### src/hw/rtl/midpoint_circle_generator_defines.svh
// Assertion macros used by the circle generator RTL.
`ifndef MIDPOINT_CIRCLE_GENERATOR_DEFINES_SVH
`define MIDPOINT_CIRCLE_GENERATOR_DEFINES_SVH

// Clocked assertion, off while reset is asserted.
`define MCG_ASSERT(label, prop, msg) \
    label: assert property (@(posedge clk) disable iff (!rst_n) prop) else $error(msg);

// Clocked check that a condition never occurs.
`define MCG_NEVER(label, cond, msg) \
    label: assert property (@(posedge clk) disable iff (!rst_n) !(cond)) else $error(msg);

`endif

### src/hw/rtl/mcg_pkg.sv
// Constants and types for the midpoint circle generator.
package mcg_pkg;

    localparam int COORD_BITS = 12;
    localparam int RAD_W      = COORD_BITS + 1;          // radius and step width
    localparam int SQ_W       = 2 * COORD_BITS + 2;      // squared distance, even
    localparam int REM_W      = RAD_W + 3;               // square root remainder
    localparam int CNT_W      = $clog2(RAD_W + 1);
    localparam int DEC_W      = 16;
    localparam int PIX_W      = 15;
    localparam int RGB_W      = 24;
    localparam int OCT_W      = 3;

    localparam int IN_FIELDS_W  = 4 * COORD_BITS;
    localparam int IN_TDATA_W   = ((IN_FIELDS_W + 7) / 8) * 8;
    localparam int OUT_FIELDS_W = 2 * PIX_W + RGB_W + OCT_W;
    localparam int OUT_TDATA_W  = ((OUT_FIELDS_W + 7) / 8) * 8;

    localparam int APB_DATA_W = 32;
    localparam int APB_ADDR_W = 3;

    localparam logic REQ_START   = 1'b0;
    localparam logic REQ_ADVANCE = 1'b1;

    // register index, taken from paddr[2]
    localparam logic REG_PIXEL_COLOUR = 1'b0;

    localparam logic [DEC_W-1:0] DEC_INIT    = DEC_W'(1);
    localparam logic [DEC_W-1:0] DEC_INC_NEG = DEC_W'(3);
    localparam logic [DEC_W-1:0] DEC_INC_POS = DEC_W'(5);

    localparam logic [OCT_W-1:0] OCT_LAST = '1;

    typedef enum logic [3:0] {
        ST_IDLE = 4'b0001,
        ST_MUL  = 4'b0010,
        ST_SQRT = 4'b0100,
        ST_EMIT = 4'b1000
    } state_t;

endpackage

### src/hw/rtl/midpoint_circle_generator.sv
// Midpoint circle rasterizer: serial radius search and eight-way pixel emission.
//
//  channel | dir | handshake           | payload
//  s_*     | in  | s_tvalid/s_tready   | s_tdata: centre, edge point; s_tuser: req type
//  m_*     | out | m_tvalid/m_tready   | m_tdata: pixel, colour, octant; tuser/tlast
//  apb     | in  | psel/penable/pready | pixel_colour register at address 0
//
// Start word: shift-add squaring of dx and dy, then the two-bit-per-cycle
//   restoring square root that yields the radius.
// Advance word: eight pixels, one per cycle from the output register while
//   m_tready is high; no pixels when no circle is active.
// s_tready is high only between words; m_* is held while m_tready is low.
// Reset clears all control state and the colour register; no clearing pass.
`include "midpoint_circle_generator_defines.svh"

module midpoint_circle_generator
(
    input  logic                                clk,
    input  logic                                rst_n,
    // slave stream
    input  logic                                s_tvalid,
    output logic                                s_tready,
    // center_x, center_y, edge_x, edge_y
    input  logic [mcg_pkg::IN_TDATA_W-1:0]      s_tdata,
    // req_type
    input  logic [0:0]                          s_tuser,
    // master stream
    output logic                                m_tvalid,
    input  logic                                m_tready,
    // pixel_x, pixel_y, pixel_rgb, octant_index, zero fill
    output logic [mcg_pkg::OUT_TDATA_W-1:0]     m_tdata,
    // last_of_step
    output logic [0:0]                          m_tuser,
    // last_of_circle
    output logic                                m_tlast,
    // configuration
    input  logic                                psel,
    input  logic                                penable,
    input  logic                                pwrite,
    input  logic [mcg_pkg::APB_ADDR_W-1:0]      paddr,
    input  logic [mcg_pkg::APB_DATA_W-1:0]      pwdata,
    output logic [mcg_pkg::APB_DATA_W-1:0]      prdata,
    output logic                                pready
);

    localparam int CB = mcg_pkg::COORD_BITS;

    mcg_pkg::state_t                  state_reg, state_next;
    logic [mcg_pkg::CNT_W-1:0]        cnt_reg, cnt_next;
    logic [mcg_pkg::RGB_W-1:0]        colour_reg, colour_next;

    logic [CB-1:0]                    centre_x_reg, centre_x_next;
    logic [CB-1:0]                    centre_y_reg, centre_y_next;
    logic [mcg_pkg::RAD_W-1:0]        step_x_reg, step_x_next;
    logic [mcg_pkg::RAD_W-1:0]        step_y_reg, step_y_next;
    logic [mcg_pkg::DEC_W-1:0]        decision_reg, decision_next;
    logic                             drawing_reg, drawing_next;

    // squaring: multiplicands shift up, multipliers shift down
    logic [mcg_pkg::SQ_W-1:0]         mcand_x_reg, mcand_x_next;
    logic [mcg_pkg::SQ_W-1:0]         mcand_y_reg, mcand_y_next;
    logic [CB-1:0]                    mplier_x_reg, mplier_x_next;
    logic [CB-1:0]                    mplier_y_reg, mplier_y_next;
    // accumulator, then radicand shift register
    logic [mcg_pkg::SQ_W-1:0]         acc_reg, acc_next;
    logic [mcg_pkg::REM_W-1:0]        rem_reg, rem_next;
    logic [mcg_pkg::RAD_W-1:0]        root_reg, root_next;

    // emission
    logic [mcg_pkg::RAD_W-1:0]        emit_x_reg, emit_x_next;
    logic [mcg_pkg::RAD_W-1:0]        emit_y_reg, emit_y_next;
    logic                             done_reg, done_next;
    logic [mcg_pkg::OCT_W-1:0]        oct_reg, oct_next;

    // output register
    logic                             out_valid_reg, out_valid_next;
    logic [mcg_pkg::PIX_W-1:0]        pix_x_reg, pix_x_next;
    logic [mcg_pkg::PIX_W-1:0]        pix_y_reg, pix_y_next;
    logic [mcg_pkg::RGB_W-1:0]        rgb_reg, rgb_next;
    logic [mcg_pkg::OCT_W-1:0]        oct_out_reg, oct_out_next;
    logic                             last_step_reg, last_step_next;
    logic                             last_circ_reg, last_circ_next;

    logic [CB-1:0]                    in_cx, in_cy, in_ex, in_ey, dx, dy;
    logic                             in_accept, cfg_write, cnt_last, out_load;
    logic [mcg_pkg::SQ_W-1:0]         acc_sum;
    logic [mcg_pkg::REM_W-1:0]        rem_sh, trial;
    logic                             dec_ge;
    logic signed [mcg_pkg::RAD_W+1:0] nx_s, ny_s;
    logic [mcg_pkg::DEC_W-1:0]        x2, y2;
    logic [mcg_pkg::RAD_W-1:0]        sel_a, sel_b;
    logic [mcg_pkg::PIX_W-1:0]        cx15, cy15, a15, b15;
    logic                             neg_x, neg_y;

    assign in_cx = s_tdata[CB-1:0];
    assign in_cy = s_tdata[2*CB-1:CB];
    assign in_ex = s_tdata[3*CB-1:2*CB];
    assign in_ey = s_tdata[4*CB-1:3*CB];
    assign dx    = (in_cx > in_ex) ? in_cx - in_ex : in_ex - in_cx;
    assign dy    = (in_cy > in_ey) ? in_cy - in_ey : in_ey - in_cy;

    assign s_tready  = (state_reg == mcg_pkg::ST_IDLE);
    assign in_accept = s_tvalid && s_tready;
    assign cnt_last  = (cnt_reg == mcg_pkg::CNT_W'(1));
    assign out_load  = (state_reg == mcg_pkg::ST_EMIT) && (!out_valid_reg || m_tready);

    assign pready    = 1'b1;
    assign cfg_write = psel && penable && pwrite && pready
                       && (paddr[2] == mcg_pkg::REG_PIXEL_COLOUR);
    assign prdata    = (paddr[2] == mcg_pkg::REG_PIXEL_COLOUR)
                       ? mcg_pkg::APB_DATA_W'(colour_reg) : '0;

    // one shift-add partial product for each of dx*dx and dy*dy
    assign acc_sum = acc_reg + (mplier_x_reg[0] ? mcand_x_reg : '0)
                             + (mplier_y_reg[0] ? mcand_y_reg : '0);

    // restoring square root: bring down two bits, try root*4+1
    assign rem_sh = {rem_reg[mcg_pkg::REM_W-3:0], acc_reg[mcg_pkg::SQ_W-1 -: 2]};
    assign trial  = mcg_pkg::REM_W'({root_reg, 2'b01});

    // decision and end test of the current step
    assign dec_ge = !decision_reg[mcg_pkg::DEC_W-1];
    assign x2     = mcg_pkg::DEC_W'({step_x_reg, 1'b0});
    assign y2     = mcg_pkg::DEC_W'({step_y_reg, 1'b0});
    assign nx_s   = $signed({2'b00, step_x_reg}) + 1;
    assign ny_s   = $signed({2'b00, step_y_reg})
                    - $signed({{(mcg_pkg::RAD_W + 1){1'b0}}, dec_ge});

    // octant mirror: upper four swap x and y
    assign neg_x = oct_reg[0] ^ oct_reg[1];
    assign neg_y = !(oct_reg[0] ^ oct_reg[2]);
    assign sel_a = oct_reg[2] ? emit_y_reg : emit_x_reg;
    assign sel_b = oct_reg[2] ? emit_x_reg : emit_y_reg;
    assign cx15  = mcg_pkg::PIX_W'(centre_x_reg);
    assign cy15  = mcg_pkg::PIX_W'(centre_y_reg);
    assign a15   = mcg_pkg::PIX_W'(sel_a);
    assign b15   = mcg_pkg::PIX_W'(sel_b);

    always_comb
    begin
        state_next     = state_reg;
        cnt_next       = cnt_reg;
        colour_next    = colour_reg;
        centre_x_next  = centre_x_reg;
        centre_y_next  = centre_y_reg;
        step_x_next    = step_x_reg;
        step_y_next    = step_y_reg;
        decision_next  = decision_reg;
        drawing_next   = drawing_reg;
        mcand_x_next   = mcand_x_reg;
        mcand_y_next   = mcand_y_reg;
        mplier_x_next  = mplier_x_reg;
        mplier_y_next  = mplier_y_reg;
        acc_next       = acc_reg;
        rem_next       = rem_reg;
        root_next      = root_reg;
        emit_x_next    = emit_x_reg;
        emit_y_next    = emit_y_reg;
        done_next      = done_reg;
        oct_next       = oct_reg;
        out_valid_next = out_valid_reg && !m_tready;
        pix_x_next     = pix_x_reg;
        pix_y_next     = pix_y_reg;
        rgb_next       = rgb_reg;
        oct_out_next   = oct_out_reg;
        last_step_next = last_step_reg;
        last_circ_next = last_circ_reg;

        if (cfg_write)
        begin
            colour_next = pwdata[mcg_pkg::RGB_W-1:0];
        end

        case (state_reg)
            mcg_pkg::ST_IDLE:
            begin
                if (in_accept)
                begin
                    if (s_tuser[0] == mcg_pkg::REQ_START)
                    begin
                        centre_x_next = in_cx;
                        centre_y_next = in_cy;
                        mcand_x_next  = mcg_pkg::SQ_W'(dx);
                        mcand_y_next  = mcg_pkg::SQ_W'(dy);
                        mplier_x_next = dx;
                        mplier_y_next = dy;
                        acc_next      = '0;
                        cnt_next      = mcg_pkg::CNT_W'(CB);
                        state_next    = mcg_pkg::ST_MUL;
                    end
                    else if (drawing_reg)
                    begin
                        emit_x_next = step_x_reg;
                        emit_y_next = step_y_reg;
                        if (dec_ge)
                        begin
                            decision_next = decision_reg + x2 - y2 + mcg_pkg::DEC_INC_POS;
                            step_y_next   = step_y_reg - mcg_pkg::RAD_W'(1);
                        end
                        else
                        begin
                            decision_next = decision_reg + x2 + mcg_pkg::DEC_INC_NEG;
                        end
                        step_x_next  = step_x_reg + mcg_pkg::RAD_W'(1);
                        done_next    = (nx_s > ny_s);
                        drawing_next = !(nx_s > ny_s);
                        oct_next     = '0;
                        state_next   = mcg_pkg::ST_EMIT;
                    end
                end
            end
            mcg_pkg::ST_MUL:
            begin
                acc_next      = acc_sum;
                mcand_x_next  = {mcand_x_reg[mcg_pkg::SQ_W-2:0], 1'b0};
                mcand_y_next  = {mcand_y_reg[mcg_pkg::SQ_W-2:0], 1'b0};
                mplier_x_next = {1'b0, mplier_x_reg[CB-1:1]};
                mplier_y_next = {1'b0, mplier_y_reg[CB-1:1]};
                cnt_next      = cnt_reg - mcg_pkg::CNT_W'(1);
                if (cnt_last)
                begin
                    rem_next   = '0;
                    root_next  = '0;
                    cnt_next   = mcg_pkg::CNT_W'(mcg_pkg::RAD_W);
                    state_next = mcg_pkg::ST_SQRT;
                end
            end
            mcg_pkg::ST_SQRT:
            begin
                acc_next = {acc_reg[mcg_pkg::SQ_W-3:0], 2'b00};
                if (rem_sh >= trial)
                begin
                    rem_next  = rem_sh - trial;
                    root_next = {root_reg[mcg_pkg::RAD_W-2:0], 1'b1};
                end
                else
                begin
                    rem_next  = rem_sh;
                    root_next = {root_reg[mcg_pkg::RAD_W-2:0], 1'b0};
                end
                cnt_next = cnt_reg - mcg_pkg::CNT_W'(1);
                if (cnt_last)
                begin
                    step_x_next   = '0;
                    step_y_next   = root_next;
                    decision_next = mcg_pkg::DEC_INIT - mcg_pkg::DEC_W'(root_next);
                    drawing_next  = 1'b1;
                    state_next    = mcg_pkg::ST_IDLE;
                end
            end
            mcg_pkg::ST_EMIT:
            begin
                if (out_load)
                begin
                    out_valid_next = 1'b1;
                    pix_x_next     = neg_x ? cx15 - a15 : cx15 + a15;
                    pix_y_next     = neg_y ? cy15 - b15 : cy15 + b15;
                    rgb_next       = colour_reg;
                    oct_out_next   = oct_reg;
                    last_step_next = (oct_reg == mcg_pkg::OCT_LAST);
                    last_circ_next = (oct_reg == mcg_pkg::OCT_LAST) && done_reg;
                    oct_next       = oct_reg + mcg_pkg::OCT_W'(1);
                    if (oct_reg == mcg_pkg::OCT_LAST)
                    begin
                        state_next = mcg_pkg::ST_IDLE;
                    end
                end
            end
            default:
            begin
                state_next = mcg_pkg::ST_IDLE;
            end
        endcase
    end

    always_ff @(posedge clk or negedge rst_n)
    begin
        if (!rst_n)
        begin
            state_reg     <= mcg_pkg::ST_IDLE;
            cnt_reg       <= '0;
            colour_reg    <= '0;
            centre_x_reg  <= '0;
            centre_y_reg  <= '0;
            step_x_reg    <= '0;
            step_y_reg    <= '0;
            decision_reg  <= '0;
            drawing_reg   <= 1'b0;
            oct_reg       <= '0;
            done_reg      <= 1'b0;
            out_valid_reg <= 1'b0;
        end
        else
        begin
            state_reg     <= state_next;
            cnt_reg       <= cnt_next;
            colour_reg    <= colour_next;
            centre_x_reg  <= centre_x_next;
            centre_y_reg  <= centre_y_next;
            step_x_reg    <= step_x_next;
            step_y_reg    <= step_y_next;
            decision_reg  <= decision_next;
            drawing_reg   <= drawing_next;
            oct_reg       <= oct_next;
            done_reg      <= done_next;
            out_valid_reg <= out_valid_next;
        end
    end

    always_ff @(posedge clk)
    begin
        mcand_x_reg   <= mcand_x_next;
        mcand_y_reg   <= mcand_y_next;
        mplier_x_reg  <= mplier_x_next;
        mplier_y_reg  <= mplier_y_next;
        acc_reg       <= acc_next;
        rem_reg       <= rem_next;
        root_reg      <= root_next;
        emit_x_reg    <= emit_x_next;
        emit_y_reg    <= emit_y_next;
        pix_x_reg     <= pix_x_next;
        pix_y_reg     <= pix_y_next;
        rgb_reg       <= rgb_next;
        oct_out_reg   <= oct_out_next;
        last_step_reg <= last_step_next;
        last_circ_reg <= last_circ_next;
    end

    assign m_tvalid   = out_valid_reg;
    assign m_tdata    = mcg_pkg::OUT_TDATA_W'({oct_out_reg, rgb_reg, pix_y_reg, pix_x_reg});
    assign m_tuser[0] = last_step_reg;
    assign m_tlast    = last_circ_reg;

    `MCG_NEVER(a_circ_needs_step, m_tvalid && m_tlast && !m_tuser[0],
        "last pixel of circle not flagged as last of step")
    `MCG_ASSERT(a_emit_back_to_idle,
        (state_reg == mcg_pkg::ST_EMIT) && out_load && (oct_reg == mcg_pkg::OCT_LAST)
        |=> (state_reg == mcg_pkg::ST_IDLE),
        "emission did not end after eighth pixel")
    `MCG_ASSERT(a_octant_sequence,
        m_tvalid && m_tready && !m_tuser[0]
        |=> m_tvalid && (oct_out_reg == mcg_pkg::OCT_W'($past(oct_out_reg) + 1'b1)),
        "octant sequence broken within a step")

endmodule
### config.mk
export PLATFORM = sky130hd
export DESIGN_NAME = midpoint_circle_generator
export DESIGN_NICKNAME = d
export VERILOG_FILES = /design/src/hw/rtl/mcg_pkg.sv /design/src/hw/rtl/midpoint_circle_generator.sv
export VERILOG_INCLUDE_DIRS = /design/src /design/src/hw/rtl
export SDC_FILE = /design/constraint.sdc
export NUM_CORES = 1
export LEC_CHECK = 0
export BUFFER_PORTS_ARGS = -buffer_cell sky130_fd_sc_hd__clkbuf_2
export CAP_MARGIN = 20
export CELL_PAD_IN_SITES_DETAIL_PLACEMENT = 1
export CELL_PAD_IN_SITES_GLOBAL_PLACEMENT = 1
export CORE_AREA = 4 4 237 239
export DETAILED_ROUTE_END_ITERATION = 12
export DIE_AREA = 0 0 241 243
export PLACE_DENSITY = 0.75
export SYNTH_ARGS = -nofsm -noshare
export SYNTH_HDL_FRONTEND = slang
export SYNTH_SLANG_ARGS = --single-unit
### constraint.sdc
create_clock -name clk -period 13.05 [get_ports clk]
set_input_delay 0 -clock clk [delete_from_list [all_inputs] [get_ports clk]]
set_output_delay 0 -clock clk [all_outputs]
set_load 0.05 [all_outputs]
==> flow_metrics.tcl, run 1 <==
set metrics [dict create \
    outcome "finished, final reports clean" \
    regArea_um2 9030 \
    synthArstFlopShare_pct 32.7 \
    slew_viol_final 0 \
    reg2reg_slack_ps 8080 \
    dp_hpwl_mm 45.1 \
    met3_usage_pct 2.58 \
    synth_area_per_cell_um2 9.89 \
    cts_sinks 318 \
    grt_pass1_vias 18400 \
    hold_violations 0 \
    crit_path_top_delay_cell "dfrtp_1" \
    multi_input_comb_area_um2 12000 \
    viasPerCell 5.44 \
    endpoint "decision_reg[15]" \
    cp_top_family "compound AO/OA/AOI/OAI gates" \
    period_share_pct 38.1 \
    crit_chain "ha_1 -> fa_1 -> a211oi_1 -> o21ai_1 -> a21oi_1 -> xnor2_1 -> ha_1 -> ha_1 -> a21oi_1 -> o21ai_0 -> nor3_1 -> a21oi_1 -> o21ai_0 -> a21oi_1 -> xnor2_1 -> xnor2_1 -> nor3_1 -> a2111o_1" \
    clk_path_buf_depth 3 \
    yosysWarnings 0 \
    drive_gt1_share_pct 12.9 \
    cts_tree "done" \
    drt_pass1_iterations 5 \
    clk_pin_slew_ps 60 \
    setup_viol 0 \
    gp_congestion 0.848 \
    power.share.combinational_pct 45.5 \
    intPower_uw 2880 \
    syn_inst 2221 \
    power_switching_uw 1910 \
    grt_max_degree 77 \
    netlist_area_um2 22000 \
    cts_resized 0 \
    critPathLaunchType "flop" \
    tns_ps 0 \
    drc_errors 0 \
    pwr-share-seq_pct 32.4 \
    power_frac_clock_pct 22.0 \
    cts_made_buffers 38 \
    grt-ovfl-total 0 \
    fmax_mhz 201 \
    grt-busiest-layer "met2" \
    p_sw_share_pct 39.8 \
    cts_setup_buffers 0 \
    htree_num_levels 2 \
    grt_pass1_wl_mm 98.5 \
    coreArea_um2 53800 \
    synth_seq_cells 318 \
    crit_type "reg -> reg" \
    dieArea_um2 58600 \
    worstRegToRegCells 18 \
    io_pins 192 \
    cp.required_ps 13490 \
    hold_path_class "in -> reg" \
    final_nets 2751 \
    track_usage_pct 20.7 \
    die_h_um 243 \
    antenna_found_initial 0 \
    synth_cell_types 81 \
    syn2layout_area_growth_pct 15.3 \
    die_x_um 241 \
    dpl-instance-area_um2 23500 \
    antenna_cells 0 \
    routedWlPerCell_um 19.5 \
    cp.buffers_inverters 0 \
    max_slew_margin_pct 25.2 \
    worst_pin_slew_ps 1120 \
    p_leak_uw 0.0112 \
    place_inst 3022 \
    cts_root_buf "clkbuf_16" \
    ant_nets 0 \
    worstSetupStartpoint "step_x_reg[0]" \
    end_kind "flop" \
    port_buffers 165 \
    critPathMaxStageDelay_ps 490 \
    start_util_pct 40.8 \
    rows 85 \
    maxCapViolations 0 \
    cp_max_fo 8 \
    synth_ff_type "edfxtp_1" \
    cp_common_cell "a21oi_1" \
    vdd_drop_max_mv 0.106 \
    cp.depth 18 \
    arrival_ps 5410 \
    vias 17100 \
    layout.cells.non_filler 3152 \
    synth-edff-count 214 \
    n_fill_cell 6060 \
    use_met1_pct 26.5 \
    p_per_area_nw_per_um2 189 \
    fin_area_um2 25300 \
    met2_usage_pct 36.5 \
    finalWorstPathRequiredPeriod_ps 4970 \
    seq_area_frac_synth_pct 41.1 \
    first_iter_violations 964 \
    rsz0062_at_grt "no" \
    clkLatencyLatePin_ps 570 \
    wl_mm 61.6 \
    worstReg2RegEnd "decision_reg[15]" \
    clock_skew_ps 28.4 \
    r2r_start "step_x_reg[0]" \
]
[Yosys cell counts, types with 18 or more instances]
| cell | instances | area, um2 |
|---|---|---|
| dfrtp_1 | 103 | 2580 |
| o21ai_0 | 151 | 756 |
| a211oi_1 | 19 | 143 |
| a21oi_1 | 146 | 731 |
| xnor2_1 | 101 | 885 |
| clkbuf_1 | 54 | 203 |
| edfxtp_1 | 214 | 6430 |
| a31oi_1 | 19 | 119 |
| inv_1 | 168 | 631 |
| nor2b_1 | 45 | 282 |
| fa_1 | 36 | 721 |
| ha_1 | 198 | 2480 |
| and2_1 | 86 | 538 |
| buf_4 | 18 | 135 |
| nand3_1 | 41 | 205 |
| nor3_1 | 36 | 180 |
| o21a_1 | 38 | 285 |
| mux2i_1 | 48 | 480 |
| nor2_1 | 129 | 484 |
| xor2_1 | 29 | 254 |
| nand2_1 | 211 | 792 |
| mux2_2 | 42 | 473 |
| a21o_1 | 43 | 323 |
[worst min-delay path by stage]
stage / start / endpoint / slack [ps] / cells past startpoint
detailed placement: rst_n / decision_reg[15] / 30 / 1
global route: s_tdata[47] / mplier_y_reg[11] / 100 / 5
global placement: rst_n / decision_reg[15] / 30 / 1
floorplan: rst_n / centre_x_reg[0] / -300 / 0
CTS: s_tdata[47] / mplier_y_reg[11] / 70 / 5
finish: s_tdata[47] / mplier_y_reg[11] / 90 / 5
[tightest hold or removal path: stages]
cell and delay, ps:
clkbuf_2 80, inv_1 40, ha_1 210, xnor2_1 120, nor2_1 100
[layout make-up]
cell class,count,area share [%]
multi-input cells,1659,47.3
clock inverters,23,0.711
well taps,696,3.44
flip-flops and latches,318,35.7
repair buffers,239,6.23
clock buffers,47,4.10
inverters,170,2.52
[cell usage in the layout (no fill, tap or decap), types with 19 or more instances in the layout]
master	n
clkbuf_16	40
nor2_1	129
a21oi_1	145
mux2_2	42
dlygate4sd3_1	56
nor3_1	36
mux2i_1	48
xor2_1	28
nand2_1	211
dfrtp_1	103
o21a_1	38
nand3_1	41
clkbuf_2	164
a31oi_1	19
and2_1	86
fa_1	36
ha_1	198
edfxtp_1	214
a21o_1	43
o21ai_0	151
xnor2_1	101
inv_1	168
nor2b_1	44
[metal layers]
metal | vias up | wire length (um)
li1 | 8236 | -
met4 | 0 | 1750
met2 | 302 | 30800
met5 | - | 0
met3 | 87 | 2450
met1 | 8524 | 26600
[power groups by stage]
| stage | clock network [uW] | registers (uW) | logic, uW |
|---|---|---|---|
| floorplan | 0 | 1480 | 1670 |
| global placement | 0 | 1560 | 2020 |
| detailed placement | 0 | 1570 | 2140 |
| CTS | 1080 | 1560 | 2180 |
| global route | 1130 | 1580 | 2440 |
| finish | 1050 | 1550 | 2180 |
[timing repair]
action                                  in CTS  in global routing
hold endpoints to repair                    91                  0
endpoints found under the setup margin       0                  0
hold buffers                                57                  0
[cells by family (layout without fill, tap and decap cells)]
group / Yosys count / in the layout / share of synthesized area (%)
other cells: 2 / 16 / 0.0342
buf+inv: 258 / 479 / 4.79
flops: 318 / 318 / 41.1
mux: 90 / 90 / 4.34
simple gates: 635 / 635 / 14.1
xor+xnor: 134 / 134 / 5.48
compound gates: 550 / 550 / 15.6
fa+ha+maj: 234 / 234 / 14.6
[metrics by stage]
stage / power [uW] / util (%) / setup WS (ps) / hold slack (ps)
floorplan: 3150 / - / 8760 / -296
global placement: 3580 / 43.6 / 8180 / 32.7
detailed placement: 3710 / 43.6 / 8170 / 33.3
CTS: 4820 / 47.0 / 8110 / 68.7
global route: 5150 / 47.1 / 7640 / 100
finish: 4790 / 47.1 / 8080 / 94.7
(Power assumes the default switching activity.)
==> run 2: changes to the inputs <==
Clock period 13.05 ns to 4.62 ns, I/O delays scaled along.
==> run 2 against run 1 <==
  * Clock power rose to 3.0 times the previous value
  * Clock skew down 4.1 ps
  * Global-route usage down 0.27 points
  * Combinational power rose to 2.9 times the previous value
  * Register-to-register slack worse by 7700 ps
  * First-iteration DRC count down 14%
  * Sequential cell count unchanged
  * Design area up 0.62%
  * Worst setup slack worse by 7700 ps
==> flow_metrics.tcl, run 2 (synthesis gave the netlist of run 1 again) <==
set metrics [dict create \
    coreArea_um2 53800 \
    final_common_cell "edfxtp_1" \
    routedWlPerCell_um 19.3 \
    maxCapViolations 0 \
    clk_pin_slew_ps 60 \
    layout.cells.non_filler 3165 \
    drive_gt1_share_pct 13.7 \
    routed-wl-met3_mm 2.21 \
    finalWorstPathRequiredPeriod_ps 4260 \
    start_util_pct 40.8 \
    worstReg2RegEnd "decision_reg[15]" \
    cts_sinks 318 \
    syn2layout_area_growth_pct 16.0 \
    crit_type "reg -> reg" \
    grt-ovfl-total 0 \
    grt_pass1_wl_mm 97.1 \
    tns_ps 0 \
    io_pins 192 \
    rows 85 \
    n_fill_cell 6018 \
    p_leak_uw 0.0113 \
    rsz0062_at_grt "no" \
    die_h_um 243 \
    cp_max_fo 4 \
    r2r_start "step_x_reg[0]" \
    track_usage_pct 20.4 \
    clock_skew_ps 24.3 \
    cts_made_buffers 37 \
    dr.max_layer_used "met4" \
    dp_hpwl_mm 45.1 \
    hold_end "mplier_y_reg[11]" \
    hold_path_class "in -> reg" \
    hold_violations 0 \
    critPathLaunchType "flop" \
    final_nets 2764 \
    fmax_mhz 235 \
    gp_congestion 0.835 \
    dp_slack_ps 157 \
    cts_tree "done" \
    arrival_ps 4690 \
    worstRegToRegCells 18 \
    port_buffers 165 \
    whs_path_depth 5 \
    htree_num_levels 2 \
    wl_met2_mm 30.2 \
    antenna_found_initial 0 \
    slew_viol_final 0 \
    p_per_area_nw_per_um2 539 \
    final_cell_mix "214 x edfxtp_1, 211 x nand2_1, 198 x ha_1, 168 x inv_1, 164 x clkbuf_2" \
    utilization_pct 47.4 \
    grt_pass1_vias 18100 \
    period_share_pct 92.2 \
    outcome "finished, final reports clean" \
    vias 17100 \
    clk_path_buf_depth 3 \
    setup_viol 0 \
    drt_pass1_iterations 4 \
    wl_met1_mm 27.0 \
    viasPerCell 5.41 \
    clkLatencyLatePin_ps 560 \
    die_x_um 241 \
    place_inst 3040 \
    dieArea_um2 58600 \
    vdd_drop_max_mv 0.291 \
    drc_errors 0 \
    cts_root_buf "clkbuf_16" \
    wl_mm 61.0 \
    grt_max_degree 77 \
    end_kind "flop" \
    cp.required_ps 5050 \
    worst_pin_slew_ps 1100 \
    reg2reg_slack_ps 360 \
    max_slew_margin_pct 26.6 \
    ant_nets 0 \
    hp-start "s_tdata[47]" \
    first_iter_violations 825 \
    fin_ws_ps 361 \
    cts_setup_buffers 0 \
]
## run 2: changes by cell type in the layout (fill, tap and decap cells not counted), moves of 2 or more
cell and delta:
bufinv_16 +2, buf_16 -2, clkinv_4 +2, clkinv_8 +2
buf_4 +17, clkbuf_8 +2, clkinv_1 -3, clkinv_2 -6
## run 2: per-stage QoR
step	hold slack (ps)	total power, uW	cell area, um2
floorplan	-296	8900	22000
global placement	218	10200	23600
detailed placement	227	10500	23600
CTS	81.9	13800	25500
global route	128	14800	25500
finish	98.1	13700	25500
## run 2: worst max-delay path: stages, from the launching register on
cell	delay [ps]
dfrtp_1	380
ha_1	240
fa_1	450
a211oi_2	240
o21ai_1	140
a21oi_1	250
xnor2_2	180
ha_1	290
ha_1	330
nand2_1	80
nor2_1	140
o21ai_0	160
a21oi_1	230
o21ai_1	110
a21oi_1	170
xnor2_1	150
xnor2_1	140
nor3_1	60
a2111o_1	390
## run 2: where the power goes
part / leakage (uW) / switching, uW / internal, uW
sequential: 0.00343 / 487 / 3840
clock: 0.000643 / 1260 / 1860
combinational: 0.00720 / 3670 / 2610
## run 2: repair_timing
item	in CTS	in global routing
resized for setup	0	3
hold endpoints to repair	122	0
hold buffers	55	0
endpoints found under the setup margin	0	2
## run 2: metal layers
layer  track usage [%]  vias up
met5                 0        -
met1              26.6     8470
met4              6.04        0
li1                  -     8260
met3              2.50       91
met2              35.7      292
## run 2: worst max path at each step
stage                     cells past startpoint             from               end  slack (ps)
after floorplan                               5         m_tvalid        oct_reg[0]         330
final                                        18    step_x_reg[0]  decision_reg[15]         360
after CTS                                    18    step_x_reg[0]  decision_reg[15]         140
after global placement                       18    step_x_reg[0]  decision_reg[15]         230
after detailed placement                     18    step_x_reg[0]  decision_reg[15]         160
after global routing                         18  decision_reg[1]  decision_reg[15]          30
## run 2: layout make-up
cell class,count,area (um2),area share (%)
Inverter,170,638,2.50
Clock inverter,20,236,0.928
Clock buffer,48,1060,4.16
Sequential cell,318,9030,35.4
Tap cell,696,871,3.42
Timing Repair Buffer,253,1640,6.44
Antenna cell,1,2.50,0.00982
Multi-Input combinational cell,1659,12000,47.1
